===== src/rtl/sitrd_pkg.sv =====
// Shared types, constants and the reciprocal table of the radix digit converter.
// No dependencies; every other file of the block imports this package.
`default_nettype none

package sitrd_pkg;

  // Field and storage sizes
  localparam int unsigned VALUE_W      = 32;
  localparam int unsigned CHAR_W       = 8;
  localparam int unsigned CFG_DATA_W   = 64;
  localparam int unsigned CFG_IDX_W    = 2;
  localparam int unsigned LEN_W        = 5;
  localparam int unsigned MAX_RADIX_DEF = 16;
  localparam int unsigned DIGIT_DEPTH  = 32;
  localparam int unsigned PTR_W        = $clog2(DIGIT_DEPTH);
  localparam int unsigned CNT_W        = PTR_W + 1;
  localparam int unsigned REM_W        = LEN_W + 1;
  localparam int unsigned BYTES_PER_WORD = CFG_DATA_W / CHAR_W;

  // Configuration register indexes
  localparam logic [CFG_IDX_W-1:0] CFG_ALPHA_LOW  = 2'd0;
  localparam logic [CFG_IDX_W-1:0] CFG_ALPHA_HIGH = 2'd1;
  localparam logic [CFG_IDX_W-1:0] CFG_RADIX_LEN  = 2'd2;

  // Character codes
  localparam logic [CHAR_W-1:0] CHAR_LOW   = 8'd33;
  localparam logic [CHAR_W-1:0] CHAR_HIGH  = 8'd126;
  localparam logic [CHAR_W-1:0] PLUS_CHAR  = 8'h2B;
  localparam logic [CHAR_W-1:0] MINUS_CHAR = 8'h2D;

  localparam logic [LEN_W-1:0] MIN_RADIX = 5'd2;

  typedef enum logic [2:0] {
    ST_IDLE,
    ST_CHECK,
    ST_MUL,
    ST_FIX,
    ST_SIGN,
    ST_EMIT
  } state_e;

  // Controller to datapath
  typedef struct packed {
    logic load;        // capture the magnitude of a new value
    logic mul;         // register magnitude times reciprocal
    logic fix;         // correct quotient, push digit
    logic emit_sign;   // load a minus sign into the output register
    logic emit_digit;  // pop a digit into the output register
  } cmd_t;

  // Datapath to controller
  typedef struct packed {
    logic alpha_ok;
    logic neg;
    logic quo_zero;
    logic last_digit;
    logic out_free;
  } status_t;

  // floor(2^32 / d) for the radixes in use; the estimate it gives is
  // the true quotient or one below it for any magnitude under 2^32.
  function automatic logic [VALUE_W-1:0] recip_f(input logic [LEN_W-1:0] d);
    logic [VALUE_W-1:0] r;
    begin
      unique case (d)
        5'd2:    r = 32'h8000_0000;
        5'd3:    r = 32'h5555_5555;
        5'd4:    r = 32'h4000_0000;
        5'd5:    r = 32'h3333_3333;
        5'd6:    r = 32'h2AAA_AAAA;
        5'd7:    r = 32'h2492_4924;
        5'd8:    r = 32'h2000_0000;
        5'd9:    r = 32'h1C71_C71C;
        5'd10:   r = 32'h1999_9999;
        5'd11:   r = 32'h1745_D174;
        5'd12:   r = 32'h1555_5555;
        5'd13:   r = 32'h13B1_3B13;
        5'd14:   r = 32'h1249_2492;
        5'd15:   r = 32'h1111_1111;
        5'd16:   r = 32'h1000_0000;
        default: r = '0;
      endcase
      return r;
    end
  endfunction

endpackage

`default_nettype wire


===== src/rtl/sitrd_if.sv =====
// Valid/ready channel interfaces of the radix digit converter.
// Depends on sitrd_pkg for the field widths.
`default_nettype none

interface sitrd_in_if;
  import sitrd_pkg::*;
  logic                      valid;
  logic                      ready;
  logic signed [VALUE_W-1:0] value;

  modport source (output valid, output value, input ready);
  modport sink   (input valid, input value, output ready);
endinterface

interface sitrd_out_if;
  import sitrd_pkg::*;
  logic              valid;
  logic              ready;
  logic [CHAR_W-1:0] out_char;
  logic              last_char;

  modport source (output valid, output out_char, output last_char, input ready);
  modport sink   (input valid, input out_char, input last_char, output ready);
endinterface

`default_nettype wire


===== src/rtl/signed_integer_to_radix_digits.sv =====
// Top level of the signed integer to radix text converter.
// Depends on sitrd_pkg, sitrd_if, sitrd_ctrl and sitrd_dp.
//
// Each accepted 32-bit signed value is written out as characters of a configured
// alphabet: a minus sign for a negative value, then the digits most significant
// first, with last_char set on the final character. The magnitude of the most
// negative value is exact. If the alphabet is unusable (radix below 2 or above
// MAX_RADIX, a character outside 33..126, a plus or minus sign, or a repeated
// character) the value produces no characters. The value is taken in ST_IDLE and
// the alphabet is checked in ST_CHECK; each digit then passes through the shared
// reciprocal multiplier (ST_MUL) and its correction step (ST_FIX); characters
// leave one per cycle while the sink is ready. A new value is taken once the last
// character sits in the output register. Configuration must be written only while
// the block is idle; the block itself does not enforce this.
`default_nettype none

module signed_integer_to_radix_digits
  import sitrd_pkg::*;
#(
  parameter int unsigned MAX_RADIX = MAX_RADIX_DEF
) (
  input  wire logic                  clk_i,
  input  wire logic                  rst_ni,
  input  wire logic                  cfg_we_i,
  input  wire logic [CFG_IDX_W-1:0]  cfg_index_i,
  input  wire logic [CFG_DATA_W-1:0] cfg_wdata_i,
  sitrd_in_if.sink                   in_i,
  sitrd_out_if.source                out_o
);

  cmd_t    cmd;
  status_t status;
  logic    in_ready;

  sitrd_ctrl u_ctrl (
    .clk_i      (clk_i),
    .rst_ni     (rst_ni),
    .in_valid_i (in_i.valid),
    .in_ready_o (in_ready),
    .status_i   (status),
    .cmd_o      (cmd)
  );

  sitrd_dp #(
    .MAX_RADIX (MAX_RADIX)
  ) u_dp (
    .clk_i       (clk_i),
    .rst_ni      (rst_ni),
    .cfg_we_i    (cfg_we_i),
    .cfg_index_i (cfg_index_i),
    .cfg_wdata_i (cfg_wdata_i),
    .value_i     (in_i.value),
    .cmd_i       (cmd),
    .status_o    (status),
    .out_valid_o (out_o.valid),
    .out_ready_i (out_o.ready),
    .out_char_o  (out_o.out_char),
    .out_last_o  (out_o.last_char)
  );

  assign in_i.ready = in_ready;

endmodule

`default_nettype wire


===== src/rtl/sitrd_ctrl.sv =====
// Sequencer of the radix digit converter: check, divide loop, sign and digit emission.
// Depends on sitrd_pkg for the state, command and status types.
`default_nettype none

module sitrd_ctrl
  import sitrd_pkg::*;
(
  input  wire logic    clk_i,
  input  wire logic    rst_ni,
  input  wire logic    in_valid_i,
  output logic         in_ready_o,
  input  wire status_t status_i,
  output cmd_t         cmd_o
);

  state_e state_q, state_d;

  // State register
  always_ff @(posedge clk_i or negedge rst_ni) begin
    if (!rst_ni) begin
      state_q <= ST_IDLE;
    end else begin
      state_q <= state_d;
    end
  end

  // Next state and commands
  always_comb begin
    state_d    = state_q;
    cmd_o      = '0;
    in_ready_o = 1'b0;
    unique case (state_q)
      ST_IDLE: begin
        in_ready_o = 1'b1;
        if (in_valid_i) begin
          cmd_o.load = 1'b1;
          state_d    = ST_CHECK;
        end
      end
      ST_CHECK: begin
        // drop the value when the alphabet is unusable
        state_d = status_i.alpha_ok ? ST_MUL : ST_IDLE;
      end
      ST_MUL: begin
        cmd_o.mul = 1'b1;
        state_d   = ST_FIX;
      end
      ST_FIX: begin
        cmd_o.fix = 1'b1;
        if (status_i.quo_zero) begin
          state_d = status_i.neg ? ST_SIGN : ST_EMIT;
        end else begin
          state_d = ST_MUL;
        end
      end
      ST_SIGN: begin
        if (status_i.out_free) begin
          cmd_o.emit_sign = 1'b1;
          state_d         = ST_EMIT;
        end
      end
      ST_EMIT: begin
        if (status_i.out_free) begin
          cmd_o.emit_digit = 1'b1;
          if (status_i.last_digit) begin
            state_d = ST_IDLE;
          end
        end
      end
      default: begin
        state_d = ST_IDLE;
      end
    endcase
  end

endmodule

`default_nettype wire


===== src/rtl/sitrd_dp.sv =====
// Datapath of the radix digit converter: configuration registers, alphabet check,
// reciprocal divider, digit stack and output register. Depends on sitrd_pkg.
`default_nettype none

module sitrd_dp
  import sitrd_pkg::*;
#(
  parameter int unsigned MAX_RADIX = MAX_RADIX_DEF
) (
  input  wire logic                      clk_i,
  input  wire logic                      rst_ni,
  input  wire logic                      cfg_we_i,
  input  wire logic [CFG_IDX_W-1:0]      cfg_index_i,
  input  wire logic [CFG_DATA_W-1:0]     cfg_wdata_i,
  input  wire logic signed [VALUE_W-1:0] value_i,
  input  wire cmd_t                      cmd_i,
  output status_t                        status_o,
  output logic                           out_valid_o,
  input  wire logic                      out_ready_i,
  output logic [CHAR_W-1:0]              out_char_o,
  output logic                           out_last_o
);

  localparam int unsigned IDX_W = $clog2(MAX_RADIX);

  logic [CHAR_W-1:0]    alpha_q [MAX_RADIX];
  logic [LEN_W-1:0]     len_q;
  logic                 alpha_ok;

  logic [VALUE_W-1:0]   mag_q;
  logic                 neg_q;
  logic [2*VALUE_W-1:0] prod_q;
  logic [VALUE_W-1:0]   q_est;
  logic [2*REM_W-1:0]   qd_full;
  logic [REM_W-1:0]     r_raw;
  logic                 r_over;
  logic [VALUE_W-1:0]   quo;
  logic [REM_W-1:0]     r_fix;
  logic [IDX_W-1:0]     digit;

  logic [IDX_W-1:0]     dig_q [DIGIT_DEPTH];
  logic [CNT_W-1:0]     cnt_q;
  logic [CNT_W-1:0]     top_cnt;
  logic [IDX_W-1:0]     top_digit;

  logic                 out_valid_q;
  logic [CHAR_W-1:0]    out_char_q;
  logic                 out_last_q;

  // Configuration registers; only the alphabet bytes that a radix can use are kept
  always_ff @(posedge clk_i or negedge rst_ni) begin
    if (!rst_ni) begin
      for (int i = 0; i < MAX_RADIX; i++) begin
        alpha_q[i] <= '0;
      end
      len_q <= '0;
    end else if (cfg_we_i) begin
      for (int i = 0; i < MAX_RADIX; i++) begin
        if (cfg_index_i == ((i < BYTES_PER_WORD) ? CFG_ALPHA_LOW : CFG_ALPHA_HIGH)) begin
          alpha_q[i] <= cfg_wdata_i[(i % BYTES_PER_WORD)*CHAR_W +: CHAR_W];
        end
      end
      if (cfg_index_i == CFG_RADIX_LEN) begin
        len_q <= cfg_wdata_i[LEN_W-1:0];
      end
    end
  end

  // Alphabet check: length in range, printable, no sign characters, no repeats
  always_comb begin
    alpha_ok = (len_q >= MIN_RADIX) && (32'(len_q) <= MAX_RADIX);
    for (int i = 0; i < MAX_RADIX; i++) begin
      if (LEN_W'(i) < len_q) begin
        if (alpha_q[i] < CHAR_LOW || alpha_q[i] > CHAR_HIGH ||
            alpha_q[i] == PLUS_CHAR || alpha_q[i] == MINUS_CHAR) begin
          alpha_ok = 1'b0;
        end
        for (int j = i + 1; j < MAX_RADIX; j++) begin
          if (LEN_W'(j) < len_q && alpha_q[j] == alpha_q[i]) begin
            alpha_ok = 1'b0;
          end
        end
      end
    end
  end

  // Quotient estimate from the registered product, then one correction step.
  // The remainder stays below twice the radix, so its low bits suffice.
  assign q_est   = prod_q[2*VALUE_W-1:VALUE_W];
  assign qd_full = q_est[REM_W-1:0] * {1'b0, len_q};
  assign r_raw   = mag_q[REM_W-1:0] - qd_full[REM_W-1:0];
  assign r_over  = (r_raw >= {1'b0, len_q});
  assign quo     = q_est + VALUE_W'(r_over);
  assign r_fix   = r_over ? (r_raw - {1'b0, len_q}) : r_raw;
  assign digit   = r_fix[IDX_W-1:0];

  // Magnitude, sign and product registers
  always_ff @(posedge clk_i) begin
    if (cmd_i.load) begin
      mag_q <= value_i[VALUE_W-1] ? (~$unsigned(value_i) + VALUE_W'(1)) : $unsigned(value_i);
      neg_q <= value_i[VALUE_W-1];
    end else if (cmd_i.fix) begin
      mag_q <= quo;
    end
    if (cmd_i.mul) begin
      prod_q <= mag_q * recip_f(len_q);
    end
  end

  // Digit stack: least significant pushed first, popped most significant first
  always_ff @(posedge clk_i) begin
    if (cmd_i.fix) begin
      dig_q[cnt_q[PTR_W-1:0]] <= digit;
    end
  end

  assign top_cnt   = cnt_q - CNT_W'(1);
  assign top_digit = dig_q[top_cnt[PTR_W-1:0]];

  always_ff @(posedge clk_i or negedge rst_ni) begin
    if (!rst_ni) begin
      cnt_q <= '0;
    end else if (cmd_i.load) begin
      cnt_q <= '0;
    end else if (cmd_i.fix) begin
      cnt_q <= cnt_q + CNT_W'(1);
    end else if (cmd_i.emit_digit) begin
      cnt_q <= top_cnt;
    end
  end

  // Output register: load a character, or clear once the sink takes it
  always_ff @(posedge clk_i or negedge rst_ni) begin
    if (!rst_ni) begin
      out_valid_q <= 1'b0;
    end else if (cmd_i.emit_sign || cmd_i.emit_digit) begin
      out_valid_q <= 1'b1;
    end else if (out_ready_i) begin
      out_valid_q <= 1'b0;
    end
  end

  always_ff @(posedge clk_i) begin
    if (cmd_i.emit_sign) begin
      out_char_q <= MINUS_CHAR;
      out_last_q <= 1'b0;
    end else if (cmd_i.emit_digit) begin
      out_char_q <= alpha_q[top_digit];
      out_last_q <= (cnt_q == CNT_W'(1));
    end
  end

  assign out_valid_o = out_valid_q;
  assign out_char_o  = out_char_q;
  assign out_last_o  = out_last_q;

  assign status_o.alpha_ok   = alpha_ok;
  assign status_o.neg        = neg_q;
  assign status_o.quo_zero   = (quo == '0);
  assign status_o.last_digit = (cnt_q == CNT_W'(1));
  assign status_o.out_free   = !out_valid_q || out_ready_i;

  // The corrected remainder is a digit of the radix
  a_digit_in_radix: assert property (@(posedge clk_i) disable iff (!rst_ni)
    cmd_i.fix |-> (LEN_W'(r_fix) < len_q))
    else $error("remainder not below the radix after correction");

  // The stack never overflows on a push
  a_stack_room: assert property (@(posedge clk_i) disable iff (!rst_ni)
    cmd_i.fix |-> (cnt_q != CNT_W'(DIGIT_DEPTH)))
    else $error("digit stack overflow");

  // A digit is popped only from a non-empty stack into a free output register
  a_pop_nonempty: assert property (@(posedge clk_i) disable iff (!rst_ni)
    cmd_i.emit_digit |-> (cnt_q != '0) && (!out_valid_q || out_ready_i))
    else $error("digit popped from empty stack or onto a held character");

endmodule

`default_nettype wire


===== src/flat_wrapper.sv =====
// flat-port wrapper written by rule: the top's interface ports become plain ports
module signed_integer_to_radix_digits_flat import sitrd_pkg::*;
#(
  parameter int unsigned MAX_RADIX = MAX_RADIX_DEF
)
  (clk_i, rst_ni, cfg_we_i, cfg_index_i, cfg_wdata_i, in_i_valid, in_i_value, in_i_ready, out_o_valid, out_o_out_char, out_o_last_char, out_o_ready);
  sitrd_in_if in_i_i ();
  sitrd_out_if out_o_i ();
  input  wire logic clk_i;
  input  wire logic rst_ni;
  input  wire logic cfg_we_i;
  input  wire logic [CFG_IDX_W-1:0] cfg_index_i;
  input  wire logic [CFG_DATA_W-1:0] cfg_wdata_i;
  input wire logic [$bits(in_i_i.valid)-1:0] in_i_valid;
  input wire logic [$bits(in_i_i.value)-1:0] in_i_value;
  output wire logic [$bits(in_i_i.ready)-1:0] in_i_ready;
  output wire logic [$bits(out_o_i.valid)-1:0] out_o_valid;
  output wire logic [$bits(out_o_i.out_char)-1:0] out_o_out_char;
  output wire logic [$bits(out_o_i.last_char)-1:0] out_o_last_char;
  input wire logic [$bits(out_o_i.ready)-1:0] out_o_ready;
  assign in_i_i.valid = in_i_valid;
  assign in_i_i.value = in_i_value;
  assign in_i_ready = in_i_i.ready;
  assign out_o_valid = out_o_i.valid;
  assign out_o_out_char = out_o_i.out_char;
  assign out_o_last_char = out_o_i.last_char;
  assign out_o_i.ready = out_o_ready;
  signed_integer_to_radix_digits #(.MAX_RADIX(MAX_RADIX)) u_core (.clk_i(clk_i), .rst_ni(rst_ni), .cfg_we_i(cfg_we_i), .cfg_index_i(cfg_index_i), .cfg_wdata_i(cfg_wdata_i), .in_i(in_i_i), .out_o(out_o_i));
endmodule

===== config.mk =====
export PLATFORM = sky130hd
export DESIGN_NAME = signed_integer_to_radix_digits_flat
export DESIGN_NICKNAME = d
export VERILOG_FILES = /design/src/rtl/sitrd_pkg.sv /design/src/rtl/sitrd_if.sv /design/src/rtl/signed_integer_to_radix_digits.sv /design/src/rtl/sitrd_ctrl.sv /design/src/rtl/sitrd_dp.sv /design/src/flat_wrapper.sv
export SDC_FILE = /design/constraint.sdc
export NUM_CORES = 2
export LEC_CHECK = 0
export ABC_AREA = 0
export BUFFER_PORTS_ARGS = -buffer_cell sky130_fd_sc_hd__clkbuf_2
export CAP_MARGIN = 20
export CORE_ASPECT_RATIO = 1.4
export CORE_MARGIN = 2
export CORE_UTILIZATION = 60
export CTS_CLUSTER_SIZE = 8
export DETAILED_ROUTE_END_ITERATION = 16
export HOLD_SLACK_MARGIN = 0.03
export PLACE_DENSITY_LB_ADDON = 0.08
export SYNTH_ARGS = -nofsm -noshare
export SYNTH_HDL_FRONTEND = slang
export SYNTH_SLANG_ARGS = --single-unit

===== constraint.sdc =====
create_clock -name clk_i -period 19.9 [get_ports clk_i]
set_clock_uncertainty 0.15 [all_clocks]
set_input_delay 0.995 -clock clk_i [delete_from_list [all_inputs] [get_ports clk_i]]
set_output_delay 0.995 -clock clk_i [all_outputs]
set_load 0.01 [all_outputs]

==> qor_table.md <==
| Group | Quantity | Value |
|:---|:---|:---|
| place | Weighted congestion at the end of routability-driven global placement | 1.05 |
| route | Vias | 49200 |
| critical path | Critical path fanouts, max | 33 |
| critical path | Most frequent cell on the critical path | sky130_fd_sc_hd__fa_1 |
| critical path | Slowest cell on crit path | sky130_fd_sc_hd__a211oi_1 |
| clocking | Post-CTS Setup Inserts | 0 |
| clocking | Post-CTS Hold Fix Bufs | 0 |
| clocking | Clock slew at reported path FFs | 70 ps |
| critical path | CP Capture Type | flip-flop |
| critical path | Max stage delay on crit path | 780 ps |
| synthesis | Syn avg cell area | 9.44 um2 |
| timing | Final total negative setup slack | 0 ps |
| timing | Unrepaired setup endpoints after global routing | no |
| timing | Endpoints failing hold | 0 |
| critical path | Crit Reg-Reg Endpoint | u_core.u_dp.prod_q[58] |
| cells and area | Number of fill cells in the layout | 8665 |
| hold path | Min-delay worst type | primary input to async pin |
| synthesis | Share of the yosys chip area belonging to registers | 0.157 |
| route | Initial drt markers | 4978 |
| floorplan | Initial standard-cell utilization of the core | 0.604 |
| synthesis | Number of enable-type register cells in the synthesized netlist | 193 |
| synthesis | Total number of yosys warnings | 0 |
| critical path | Cells on worst reg2reg path | 31 |
| clocking | TritonCTS clock tree | done |
| clocking | CTS-repair resized insts | 0 |
| clocking | CTS H-tree depth | 2 |
| floorplan | Die Footprint | 104000 um2 |
| global route | Grt ovf | 0 |
| timing | Maximum clock frequency | 87.5 MHz |
| floorplan | Area of the core region | 101000 um2 |
| timing | Slew @ Worst Pin | 1260 ps |
| clocking | Master cell of the clock root buffer | sky130_fd_sc_hd__clkbuf_16 |
| synthesis | FFs w/ async S/R, synth | 0.414 |
| floorplan | Chip Height | 381 um |
| global route | Largest net degree at the start of global routing | 91 |
| critical path | Arrival time reported for the critical path endpoint | 11670 ps |
| critical path | Instance count on the critical path | 31 |
| place | DP Wirelength | 159000 um |
| route | Drt first pass iters | 6 |
| global route | First-pass GRT wire length | 335000 um |
| synthesis | Post-synthesis net count | 7741 |
| cells and area | Nets@finish | 7635 |
| floorplan | Die Wd | 273 um |
| run | Max-cap violations | 0 |
| timing | # setup viols final | 0 |
| critical path | Startpoint class of the critical path | flip-flop |
| timing | Number of max-slew violations in the final report | 0 |
| timing | Slew margin rel. | 0.161 |
| critical path | Category of cells accounting for the largest share of critical-path delay | adder cells |
| route | DRC Markers | 0 |
| floorplan | Site Rows | 138 |
| clocking | TritonCTS Buffers | 49 |
| synthesis | Synthesis-stage register bit count | 345 |
| critical path | Buffers & Inverters on Critical Path | 6 |
| run status | Result of the run | finished clean |
| synthesis | Number of instances in the synthesized netlist | 6449 |
| timing | Final critical path time including I/O delays and setup | 11430 ps |
| place | Count of input and output buffers | 113 |
| route | Post-route antenna net violation count | 0 |
| critical path | Req. time, crit path | 20140 ps |
| clocking | Insertion delay to the later sink of the worst-skew pair | 660 ps |
| route | Per-cell via count in the routed design | 6.38 |
| global route | Number of antenna violations at the first check in global routing | 15 |
| cells and area | Area delta synth->final | 5.84% |
| synthesis | Most used flip-flop cell after synthesis | sky130_fd_sc_hd__edfxtp_1 |
| critical path | Internal reg-to-reg setup slack | 8470 ps |
| cells and area | Storage cell area | 9560 um2 |
| route | Final routed wirelength across all metal layers | 224000 um |
| floorplan | I/O pin count | 114 |
| clocking | Max Root-Sink Buffers | 3 |
| cells and area | Multi-input combinational cell area | 45700 um2 |
| critical path | CP Class | flip-flop to flip-flop |
| clocking | Count of clock tree sinks | 345 |
| route | Average wire length per cell after detail routing | 29.1 um |
| cells and area | Fraction of final layout cells sized beyond drive strength 1 | 0.0957 |
| timing | Tcrit/Tclk final | 0.574 |
| global route | Global-route usage over all layers | 0.441 |
| critical path | Startpoint of the worst-slack reg-to-reg timing path | u_core.u_dp.len_q[0] |
| synthesis | Synth cell types | 101 |
| global route | Number of global-route vias before repair | 52600 |
| synthesis | Synthesized area | 60900 um2 |
==> layout make-up <==
| cell class | count | area share |
|---|---|---|
| multi-input combinational | 4594 | 0.709 |
| clock inverter | 3 | 0.00124 |
| timing repair buffer | 324 | 0.0338 |
| clock buffer | 81 | 0.0212 |
| antenna | 6 | 0.000233 |
| inverter | 1029 | 0.0600 |
| sequential | 345 | 0.148 |
| tap | 1330 | 0.0258 |
==> metal layers <==
| metal | part of all wire | vias up | GRT usage | wire (um) |
|---|---|---|---|---|
| met4 | 0.12 | 24 | 0.399 | 26500 |
| li1 | - | 20300 | - | - |
| met3 | 0.11 | 1427 | 0.110 | 23600 |
| met2 | 0.45 | 3289 | 0.698 | 102000 |
| met5 | 0.00070 | - | 0 | 157 |
| met1 | 0.32 | 24200 | 0.489 | 71900 |
==> through the flow <==
stage	util	cells	hold WS (ps)	setup WS [ps]	area, um2
after global routing	0.639	7706	357	8310	64400
after floorplan	-	6449	337	10760	60900
after detailed placement	0.624	7621	345	8750	62900
after CTS	0.639	7705	334	8740	64400
final	0.639	7712	285	8470	64400
after global placement	0.624	7620	340	8950	62900
==> registers in the layout (all words and copies together) (netlist names) <==
name / count
u_core.u_ctrl.state_q: 3
u_core.u_dp.dig_q: 128
u_core.u_dp.cnt_q: 6
u_core.u_dp.len_q: 5
u_core.u_dp.out_last_o: 1
u_core.u_dp.mag_q: 32
u_core.u_dp.out_char_o: 8
u_core.u_dp.alpha_q: 128
u_core.u_dp.prod_q: 32
u_core.u_dp.neg_q: 1
u_core.u_dp.out_valid_o: 1
==> cells in the final DEF (no fill, tap or decap), types with 82 or more instances in the layout <==
cell                          n
sky130_fd_sc_hd__clkbuf_2   112
sky130_fd_sc_hd__xnor2_1    744
sky130_fd_sc_hd__fa_1       903
sky130_fd_sc_hd__buf_4      209
sky130_fd_sc_hd__nand4_1    198
sky130_fd_sc_hd__a21oi_1    115
sky130_fd_sc_hd__xor2_1     330
sky130_fd_sc_hd__nand3_1     82
sky130_fd_sc_hd__nor4_1     100
sky130_fd_sc_hd__dfrtp_1    141
sky130_fd_sc_hd__and2_1     212
sky130_fd_sc_hd__mux2_2     132
sky130_fd_sc_hd__nand2_1    619
sky130_fd_sc_hd__ha_1       286
sky130_fd_sc_hd__inv_1     1024
sky130_fd_sc_hd__nor3_1      99
sky130_fd_sc_hd__edfxtp_1   193
sky130_fd_sc_hd__nor2_1     127
==> cells by family (layout without fill, tap and decap cells) <==
| logic type | Yosys count | in the layout | synth area share |
|---|---|---|---|
| and+or+nand+nor | 1615 | 1615 | 0.134 |
| buffers and inverters | 1510 | 1437 | 0.0967 |
| adders and majority gates | 1189 | 1189 | 0.356 |
| xor gates and xnor gates | 1076 | 1076 | 0.155 |
| AOI/OAI and AO/OA | 477 | 477 | 0.0520 |
| DFF | 345 | 345 | 0.157 |
| muxes | 237 | 237 | 0.0494 |
| other | 0 | 6 | 0 |
==> synth_stat cells (all sizes together), types with 101 or more instances <==
cell type  count  share of area
nand4        199          0.021
clkbuf       227          0.014
dfrtp        143          0.059
nor4         102          0.011
buf          254          0.019
nor3         101         0.0084
xnor2        746           0.11
inv         1029          0.063
mux2         134          0.025
fa           903           0.30
ha           286          0.059
nand2        621          0.038
xor2         330          0.047
a21oi        127          0.011
and2         213          0.022
edfxtp       193          0.095
nor2         133         0.0084
==> how the worst max path moves through the flow <==
stage / start / endpoint / slack, ps
2_1_floorplan: u_core.u_dp.len_q[2] / u_core.u_dp.prod_q[57] / 10760
3_3_place_gp: u_core.u_dp.len_q[0] / u_core.u_dp.prod_q[58] / 8950
3_5_place_dp: u_core.u_dp.len_q[0] / u_core.u_dp.prod_q[58] / 8750
4_1_cts: u_core.u_dp.len_q[0] / u_core.u_dp.prod_q[58] / 8740
5_1_grt: u_core.u_dp.len_q[1] / u_core.u_dp.prod_q[58] / 8310
6_report: u_core.u_dp.len_q[0] / u_core.u_dp.prod_q[58] / 8470
Power is not shown: default switching activity piles up to over one toggle a cycle in this logic, so the estimate is an artifact.
